`src/hdl/assert_macros.svh`:
```
// Assertion helper macros for the RTL modules.
// No dependencies; pulled in by `include where assertions are written.
`ifndef ASSERT_MACROS_SVH
`define ASSERT_MACROS_SVH

// Property checked at every rising edge, off while reset is high.
`define ASSERT_AT(name, clk, rst, prop, msg) \
   name: assert property (@(posedge clk) disable iff (rst) (prop)) else $error(msg);

// Condition in one cycle implies a consequence in the next cycle.
`define ASSERT_NEXT(name, clk, rst, ante, cons, msg) \
   name: assert property (@(posedge clk) disable iff (rst) (ante) |=> (cons)) else $error(msg);

`endif

```
`src/hdl/spm_pkg.sv`:
```
// Types, constants, decay ROMs and the per-channel update for the stereo peak meter.
// No dependencies.
`default_nettype none

package spm_pkg;

   localparam int AMP_BITS    = 16;
   localparam int MAX_STEP_MS = 100;
   localparam int FACT_BITS   = 16;
   localparam int HOLD_BITS   = 12;
   localparam int FIRST_BITS  = 7;
   localparam int STEP_BITS   = 8;
   localparam int ROM_DEPTH   = 256;
   localparam int PROD_BITS   = AMP_BITS + FACT_BITS;

   // per-ms decay factors in Q0.32: exp(-1/220) and exp(-1/550)
   localparam logic [63:0] REL_Q32      = 64'd4275489020;
   localparam logic [63:0] PEAK_REL_Q32 = 64'd4287165359;

   localparam logic [HOLD_BITS-1:0]  HOLD_TIME_RESET  = HOLD_BITS'(650);
   localparam logic [FIRST_BITS-1:0] FIRST_STEP_RESET = FIRST_BITS'(16);
   localparam logic [STEP_BITS-1:0]  STEP_MAX         = STEP_BITS'(MAX_STEP_MS);

   // configuration register indexes
   localparam logic CSR_HOLD_TIME  = 1'b0;
   localparam logic CSR_FIRST_STEP = 1'b1;

   typedef logic [AMP_BITS-1:0]  amp_type;
   typedef logic [HOLD_BITS-1:0] hold_type;
   typedef logic [STEP_BITS-1:0] step_type;
   typedef logic [FACT_BITS-1:0] fact_type;
   typedef logic [ROM_DEPTH-1:0][FACT_BITS-1:0] rom_type;

   typedef struct packed {
      amp_type                left_amplitude;
      amp_type                right_amplitude;
      logic [STEP_BITS-1:0]   elapsed_ms;
      logic                   clear;
   } req_type;

   typedef struct packed {
      amp_type left_level;
      amp_type right_level;
      amp_type left_peak_hold;
      amp_type right_peak_hold;
   } rsp_type;

   typedef struct packed {
      amp_type  level;
      amp_type  peak;
      hold_type hold;
   } chan_type;

   // Elaboration-time build of a factor table: r^t in Q0.32, rounded to Q0.16.
   function automatic rom_type build_rom(logic [63:0] r);
      rom_type     rom;
      logic [63:0] a;
      logic [63:0] q;
      rom    = '0;
      rom[0] = '1;
      a      = r;
      for (int t = 1; t < ROM_DEPTH; t++) begin
         q = (a + 64'd32768) >> 16;
         rom[t] = (q > 64'd65535) ? 16'hFFFF : q[FACT_BITS-1:0];
         a = ((a * r) + 64'h8000_0000) >> 32;
      end
      return rom;
   endfunction

   localparam rom_type REL_ROM  = build_rom(REL_Q32);
   localparam rom_type PEAK_ROM = build_rom(PEAK_REL_Q32);

   function automatic step_type clamp_step(step_type t);
      step_type r;
      if (t == '0) r = STEP_BITS'(1);
      else if (t > STEP_MAX) r = STEP_MAX;
      else r = t;
      return r;
   endfunction

   // One channel: instant attack, exponential release, peak hold with countdown.
   function automatic chan_type chan_update(amp_type amp, step_type t, chan_type cur,
                                            hold_type hold_time);
      chan_type                 nxt;
      logic [PROD_BITS-1:0]     lprod;
      logic [PROD_BITS-1:0]     pprod;
      hold_type                 hold_dec;
      lprod = PROD_BITS'(cur.level) * PROD_BITS'(REL_ROM[t]);
      pprod = PROD_BITS'(cur.peak) * PROD_BITS'(PEAK_ROM[t]);
      hold_dec = (cur.hold > HOLD_BITS'(t)) ? (cur.hold - HOLD_BITS'(t)) : '0;
      nxt.level = (amp >= cur.level) ? amp : lprod[PROD_BITS-1:FACT_BITS];
      if (amp >= cur.peak) begin
         nxt.peak = amp;
         nxt.hold = hold_time;
      end else begin
         nxt.hold = hold_dec;
         nxt.peak = (hold_dec == '0) ? pprod[PROD_BITS-1:FACT_BITS] : cur.peak;
      end
      return nxt;
   endfunction

endpackage

`default_nettype wire

```
`src/hdl/stereo_peak_meter_ballistics.sv`:
```
// A result is registered in the result register when its item is accepted, or in the skid while rsp stalls.
// Throughput: one item per cycle while req_stall is low; the state update is a single registered pass
// with one 16x16 multiply per level and per peak, from the elapsed-ms factor ROMs.
// A two-entry output stage (result register plus skid) lets input flow while rsp stalls.
// Reset (synchronous) zeroes levels, peaks, hold counters and the first-item flag,
// and loads hold time 650 ms and first step 16 ms. Depends on spm_pkg, assert_macros.svh.
`default_nettype none
`include "assert_macros.svh"

module stereo_peak_meter_ballistics
   import spm_pkg::*;
(
   input  wire logic                  clock,
   input  wire logic                  reset,
   input  wire logic                  req_valid,
   output logic                       req_stall,
   input  wire req_type               req_payload,
   output logic                       rsp_valid,
   input  wire logic                  rsp_stall,
   output rsp_type                    rsp_payload,
   input  wire logic                  csr_we,
   input  wire logic                  csr_index,
   input  wire logic [HOLD_BITS-1:0]  csr_wdata
);

   hold_type               hold_time_ff;
   logic [FIRST_BITS-1:0]  first_step_ff;
   chan_type               left_ff, left_in;
   chan_type               right_ff, right_in;
   logic                   seen_first_ff, seen_first_in;
   rsp_type                out_ff, skid_ff, result;
   logic                   out_valid_ff, skid_valid_ff;
   logic                   req_accept, out_free;
   step_type               step;

   assign req_stall  = skid_valid_ff;
   assign req_accept = req_valid && !skid_valid_ff;
   assign out_free   = !out_valid_ff || !rsp_stall;
   assign rsp_valid  = out_valid_ff;
   assign rsp_payload = out_ff;

   assign step = seen_first_ff ? clamp_step(req_payload.elapsed_ms)
                               : clamp_step({1'b0, first_step_ff});

   always_comb begin
      left_in       = left_ff;
      right_in      = right_ff;
      seen_first_in = seen_first_ff;
      if (req_accept) begin
         if (req_payload.clear) begin
            left_in  = '0;
            right_in = '0;
         end else begin
            left_in  = chan_update(req_payload.left_amplitude, step, left_ff, hold_time_ff);
            right_in = chan_update(req_payload.right_amplitude, step, right_ff, hold_time_ff);
            seen_first_in = 1'b1;
         end
      end
   end

   assign result.left_level      = left_in.level;
   assign result.right_level     = right_in.level;
   assign result.left_peak_hold  = left_in.peak;
   assign result.right_peak_hold = right_in.peak;

   // control and state
   always_ff @(posedge clock) begin
      if (reset) begin
         hold_time_ff  <= HOLD_TIME_RESET;
         first_step_ff <= FIRST_STEP_RESET;
         left_ff       <= '0;
         right_ff      <= '0;
         seen_first_ff <= 1'b0;
         out_valid_ff  <= 1'b0;
         skid_valid_ff <= 1'b0;
      end else begin
         if (csr_we) begin
            unique case (csr_index)
               CSR_HOLD_TIME:  hold_time_ff  <= csr_wdata;
               CSR_FIRST_STEP: first_step_ff <= csr_wdata[FIRST_BITS-1:0];
               default:        hold_time_ff  <= hold_time_ff;
            endcase
         end
         left_ff       <= left_in;
         right_ff      <= right_in;
         seen_first_ff <= seen_first_in;
         if (out_free) begin
            if (skid_valid_ff) begin
               out_valid_ff  <= 1'b1;
               skid_valid_ff <= 1'b0;
            end else begin
               out_valid_ff <= req_accept;
            end
         end else if (req_accept) begin
            skid_valid_ff <= 1'b1;
         end
      end
   end

   // result payload
   always_ff @(posedge clock) begin
      if (out_free) begin
         if (skid_valid_ff) begin
            out_ff <= skid_ff;
         end else if (req_accept) begin
            out_ff <= result;
         end
      end else if (req_accept) begin
         skid_ff <= result;
      end
   end

   `ASSERT_AT(a_skid_needs_out, clock, reset, !skid_valid_ff || out_valid_ff, "skid full while result register empty")
   `ASSERT_NEXT(a_stalled_accept_to_skid, clock, reset, req_accept && !out_free, skid_valid_ff, "item accepted under stall was not parked in skid")
   `ASSERT_NEXT(a_clear_zeroes, clock, reset, req_accept && req_payload.clear, left_ff == '0 && right_ff == '0, "clear item left state nonzero")
   `ASSERT_NEXT(a_first_seen, clock, reset, req_accept && !req_payload.clear, seen_first_ff, "first-item flag not set after update")

endmodule

`default_nettype wire

```
`config.mk`:
```
export PLATFORM = sky130hd
export DESIGN_NAME = stereo_peak_meter_ballistics
export DESIGN_NICKNAME = d
export VERILOG_FILES = /design/src/hdl/spm_pkg.sv /design/src/hdl/stereo_peak_meter_ballistics.sv
export VERILOG_INCLUDE_DIRS = /design/src /design/src/hdl
export SDC_FILE = /design/constraint.sdc
export NUM_CORES = 2
export LEC_CHECK = 0
export ABC_AREA = 1
export BUFFER_PORTS_ARGS = -buffer_cell sky130_fd_sc_hd__buf_2
export CORE_MARGIN = 3
export CORE_UTILIZATION = 40
export CTS_BUF_LIST = sky130_fd_sc_hd__clkbuf_16
export DETAILED_ROUTE_END_ITERATION = 10
export GPL_ROUTABILITY_DRIVEN = 1
export GPL_TIMING_DRIVEN = 0
export PLACE_DENSITY_LB_ADDON = 0.3
export SLEW_MARGIN = 5
export SYNTH_ARGS = -nofsm -noshare
export SYNTH_HDL_FRONTEND = slang
export SYNTH_SLANG_ARGS = --single-unit
```
`constraint.sdc`:
```
create_clock -name clock -period 9.6 [get_ports clock]
set_input_delay 0.48 -clock clock [delete_from_list [all_inputs] [get_ports clock]]
set_output_delay 0.48 -clock clock [all_outputs]
set_load 0.005 [all_outputs]
```
==> impl_metrics.json <==
{
  "max_slew_margin_pct": 10.8,
  "drcViolationCount": 0,
  "gp_routability_congestion": 1.03,
  "groute.usage.overall_pct": 29.5,
  "drt_pre_antenna_iters": 6,
  "final.period_utilization_pct": 97.1,
  "cts_hold_buf": 0,
  "critical_path_required_ps": 9900,
  "post-layout-total-power_mw": 9.44,
  "cts.sink_count": 238,
  "slew_violations": 0,
  "first_global_vias": 45700,
  "setup_viol": 0,
  "io_buffer_count": 123,
  "max_freq_mhz": 107,
  "synthesis.area_sq_mm": 0.0497,
  "cts_root_buffer": "sky130_fd_sc_hd__clkbuf_16",
  "run_status": "complete, no violations",
  "pin_count": 125,
  "setup_cp_type": "flop to flop",
  "maximum_number_of_pins_on_one_net_before_global_route_repair": 29,
  "die-area_sq_mm": 0.129,
  "critical_path.reg2reg.endpoint": "rsp_payload[6]",
  "cp.buffers_inverters": 7,
  "timing.max_cap.violations": 0,
  "yosysTopAreaCellShare_pct": 31.1,
  "num_vias": 45500,
  "cp_top_family": "adder cells",
  "wl_per_cell_microns": 22.3,
  "placementRows": 128,
  "final_layout_size_suffix_gt1_share_pct": 7.00,
  "r2r_slack_ps": 280,
  "synth.avg_cell_area_sq_um": 7.46,
  "synth-seq-area-share_pct": 12.2,
  "layout.filler_cells": 12800,
  "async_reset_ff_share_pct": 0,
  "final.setup_skew_ps": 16.6,
  "clock_path_buffers": 3,
  "post_synth_num_cell_types": 67,
  "layout.nets": 8161,
  "detailedPlace.worstSlack_ps": -1310,
  "min_path_type": "primary input to flop",
  "cp_slowest_stage_delay_ps": 550,
  "cts.reportedPaths.clkPinSlew_ps": 70,
  "worstReg2RegStart": "first_step_ff[3]",
  "cts_tree": "built",
  "initial_utilization_pct": 40.6,
  "routed_vias_inst": 5.37,
  "yosys.area.top_type": "sky130_fd_sc_hd__fa_1",
  "setup_ws_ps": 282,
  "die_x_microns": 359,
  "worstHoldPathCells": 3,
  "netlist_instances": 6666,
  "synth.cells.most_frequent": "1503 x sky130_fd_sc_hd__nand2_1, 1350 x sky130_fd_sc_hd__inv_1, 772 x sky130_fd_sc_hd__fa_1",
  "synth_edf_count": 128,
  "area_growth_syn_to_layout_pct": 8.78,
  "multi_input_area_sq_mm": 0.0377,
  "detailedPlacementHpwl_microns": 158000,
  "static-leakage-power_nw": 27.4,
  "yosys_register_bits": 238,
  "core_ar_sq_mm": 0.123,
  "synth_flop_cell": "sky130_fd_sc_hd__edfxtp_1",
  "hold_slack_ps": 100,
  "totalNegativeSetupSlack_ps": 0,
  "timing.critical_path.arrival_ps": 9620,
  "globalRoute.totalOverflow": 0,
  "drtAntennaViolNets": 0,
  "synth.most_common_cell": "sky130_fd_sc_hd__nand2_1",
  "flip_flop_and_latch_area_sq_mm": 0.00605,
  "timing_worst_slew_pin_value_ps": 1330,
  "holdPathEnd": "hold_time_ff[7]",
  "timing.critical_path.mode_cell": "sky130_fd_sc_hd__nand2_1",
  "period_minus_slack_ps": 9320,
  "reg2reg_depth": 40,
  "clock_insertion_delay_worst_skew_ps": 600,
  "ir_worst_vdd_mv": 0.127,
  "grt_antenna_before_repair": 5,
  "cts_made_buffers": 28,
  "endpoint_kind": "flop",
  "powerDensity_mw_per_mm2": 174,
  "synth_warnings": 0,
  "clock_tree.htree_level_count": 1,
  "drt_iter0_markers": 4227,
  "die_h_microns": 359,
  "timing.critical_path.from_type": "flop",
  "holdCritStartpoint": "csr_wdata[7]",
  "timing.critical_path.fanout_max": 11,
  "grt_first_pass_wirelength_microns": 284000,
  "totalWireLength_microns": 190000,
  "hold_violations": 0,
  "synth.area.top_cells": "sky130_fd_sc_hd__fa_1 31%, sky130_fd_sc_hd__ha_1 12%, sky130_fd_sc_hd__nand2_1 11%",
  "cp_slowest_cell": "sky130_fd_sc_hd__fa_1"
}
logic make-up (layout without fill, tap and decap cells):
family                   after synthesis  in the layout  share of synthesized area (%)
adder cells (fa/ha/maj)             1266           1266                           43.5
XOR/XNOR                              24             24                          0.423
AO/OA/AOI/OAI                        861            861                           9.79
other                                  1              3                        0.00754
buffers and inverters               1682           1873                           12.9
flip-flops                           238            238                           12.2
AND/OR/NAND/NOR                     2594           2594                           21.2
routing by layer:
metal	vias up	GRT usage [%]	share of wire (%)
li1	20800	-	-
met1	22300	40.3	42
met2	1994	44.9	43
met3	390	6.88	10
met4	4	12.3	5.1
met5	-	0	0.018
sequential cells by signal, summed over array words and instances, names as in the netlist:
signal         flops
rsp_payload       64
skid_ff           64
left_ff           44
right_ff          44
hold_time_ff      12
first_step_ff      7
req_stall          1
rsp_valid          1
seen_first_ff      1
final cells by class:
type | instances | area share (%)
diodes | 1 | 0.00462
repair buffers | 140 | 1.47
clock inverters | 23 | 0.495
well taps | 1625 | 3.76
multi-input cells | 4747 | 69.6
flip-flops and latches | 238 | 11.2
clock buffers | 29 | 1.34
inverters | 1406 | 9.81
plain buffers | 275 | 2.34
layout by cell type, fill, tap and decap left out, types with 17 or more instances in the layout:
| master | Yosys | final |
|---|---|---|
| sky130_fd_sc_hd__fa_1 | 772 | 772 |
| sky130_fd_sc_hd__nand3_1 | 196 | 192 |
| sky130_fd_sc_hd__clkbuf_16 | 0 | 29 |
| sky130_fd_sc_hd__buf_2 | 14 | 138 |
| sky130_fd_sc_hd__dfxtp_1 | 110 | 110 |
| sky130_fd_sc_hd__a21oi_1 | 432 | 422 |
| sky130_fd_sc_hd__clkinv_1 | 32 | 30 |
| sky130_fd_sc_hd__inv_2 | 22 | 24 |
| sky130_fd_sc_hd__clkbuf_1 | 239 | 177 |
| sky130_fd_sc_hd__o21a_1 | 39 | 39 |
| sky130_fd_sc_hd__nand4_1 | 21 | 21 |
| sky130_fd_sc_hd__nand3b_1 | 17 | 17 |
| sky130_fd_sc_hd__nand2_1 | 1503 | 1483 |
| sky130_fd_sc_hd__nand2_2 | 36 | 50 |
| sky130_fd_sc_hd__a31oi_1 | 36 | 32 |
| sky130_fd_sc_hd__nor3_1 | 41 | 39 |
| sky130_fd_sc_hd__o211ai_1 | 24 | 24 |
| sky130_fd_sc_hd__o21ai_1 | 37 | 38 |
| sky130_fd_sc_hd__nor2_1 | 713 | 704 |
| sky130_fd_sc_hd__buf_4 | 4 | 19 |
| sky130_fd_sc_hd__edfxtp_1 | 128 | 128 |
| sky130_fd_sc_hd__clkbuf_2 | 0 | 45 |
| sky130_fd_sc_hd__ha_1 | 494 | 491 |
| sky130_fd_sc_hd__nor2_2 | 15 | 21 |
| sky130_fd_sc_hd__o21ai_0 | 190 | 182 |
| sky130_fd_sc_hd__inv_1 | 1350 | 1348 |
tightest hold or removal path, stage by stage:
cell and delay (ps):
sky130_fd_sc_hd__buf_2 70, sky130_fd_sc_hd__nand2_1 40, sky130_fd_sc_hd__nand3_1 60
per-stage QoR:
| step | area, sq um | utilization (%) | std cells |
|---|---|---|---|
| global placement | 52400 | 42.7 | 8415 |
| CTS | 53700 | 43.8 | 8472 |
| global route | 54100 | 44.1 | 8483 |
| detailed placement | 52500 | 42.8 | 8420 |
| floorplan | 49800 | - | 6667 |
| finish | 54100 | 44.1 | 8484 |
worst max-delay path by stage:
stage	from	endpoint	slack (ps)	depth (start not counted)
after detailed placement	req_payload[5]	rsp_payload[17]	-1310	46
after global placement	req_payload[5]	rsp_payload[17]	-1470	46
after CTS	first_step_ff[5]	rsp_payload[52]	5	44
final	first_step_ff[3]	rsp_payload[6]	280	40
after global routing	first_step_ff[5]	rsp_payload[36]	-10	44
after floorplan	req_payload[5]	rsp_payload[61]	1500	44
timing repair:
action,4_1_cts,5_1_grt
gates resized for setup,81,159
setup buffers,1,11
setup endpoints to repair,188,158
pin swaps,1,5
where the power goes:
part           switching (mW)  internal (mW)  leakage (nW)
sequential             0.0591           1.16          2.15
clock                   0.500          0.689         0.494
combinational            4.76           2.26          24.8
total                    5.32           4.12          27.4
No activity file was read; power rests on OpenSTA's default activity.
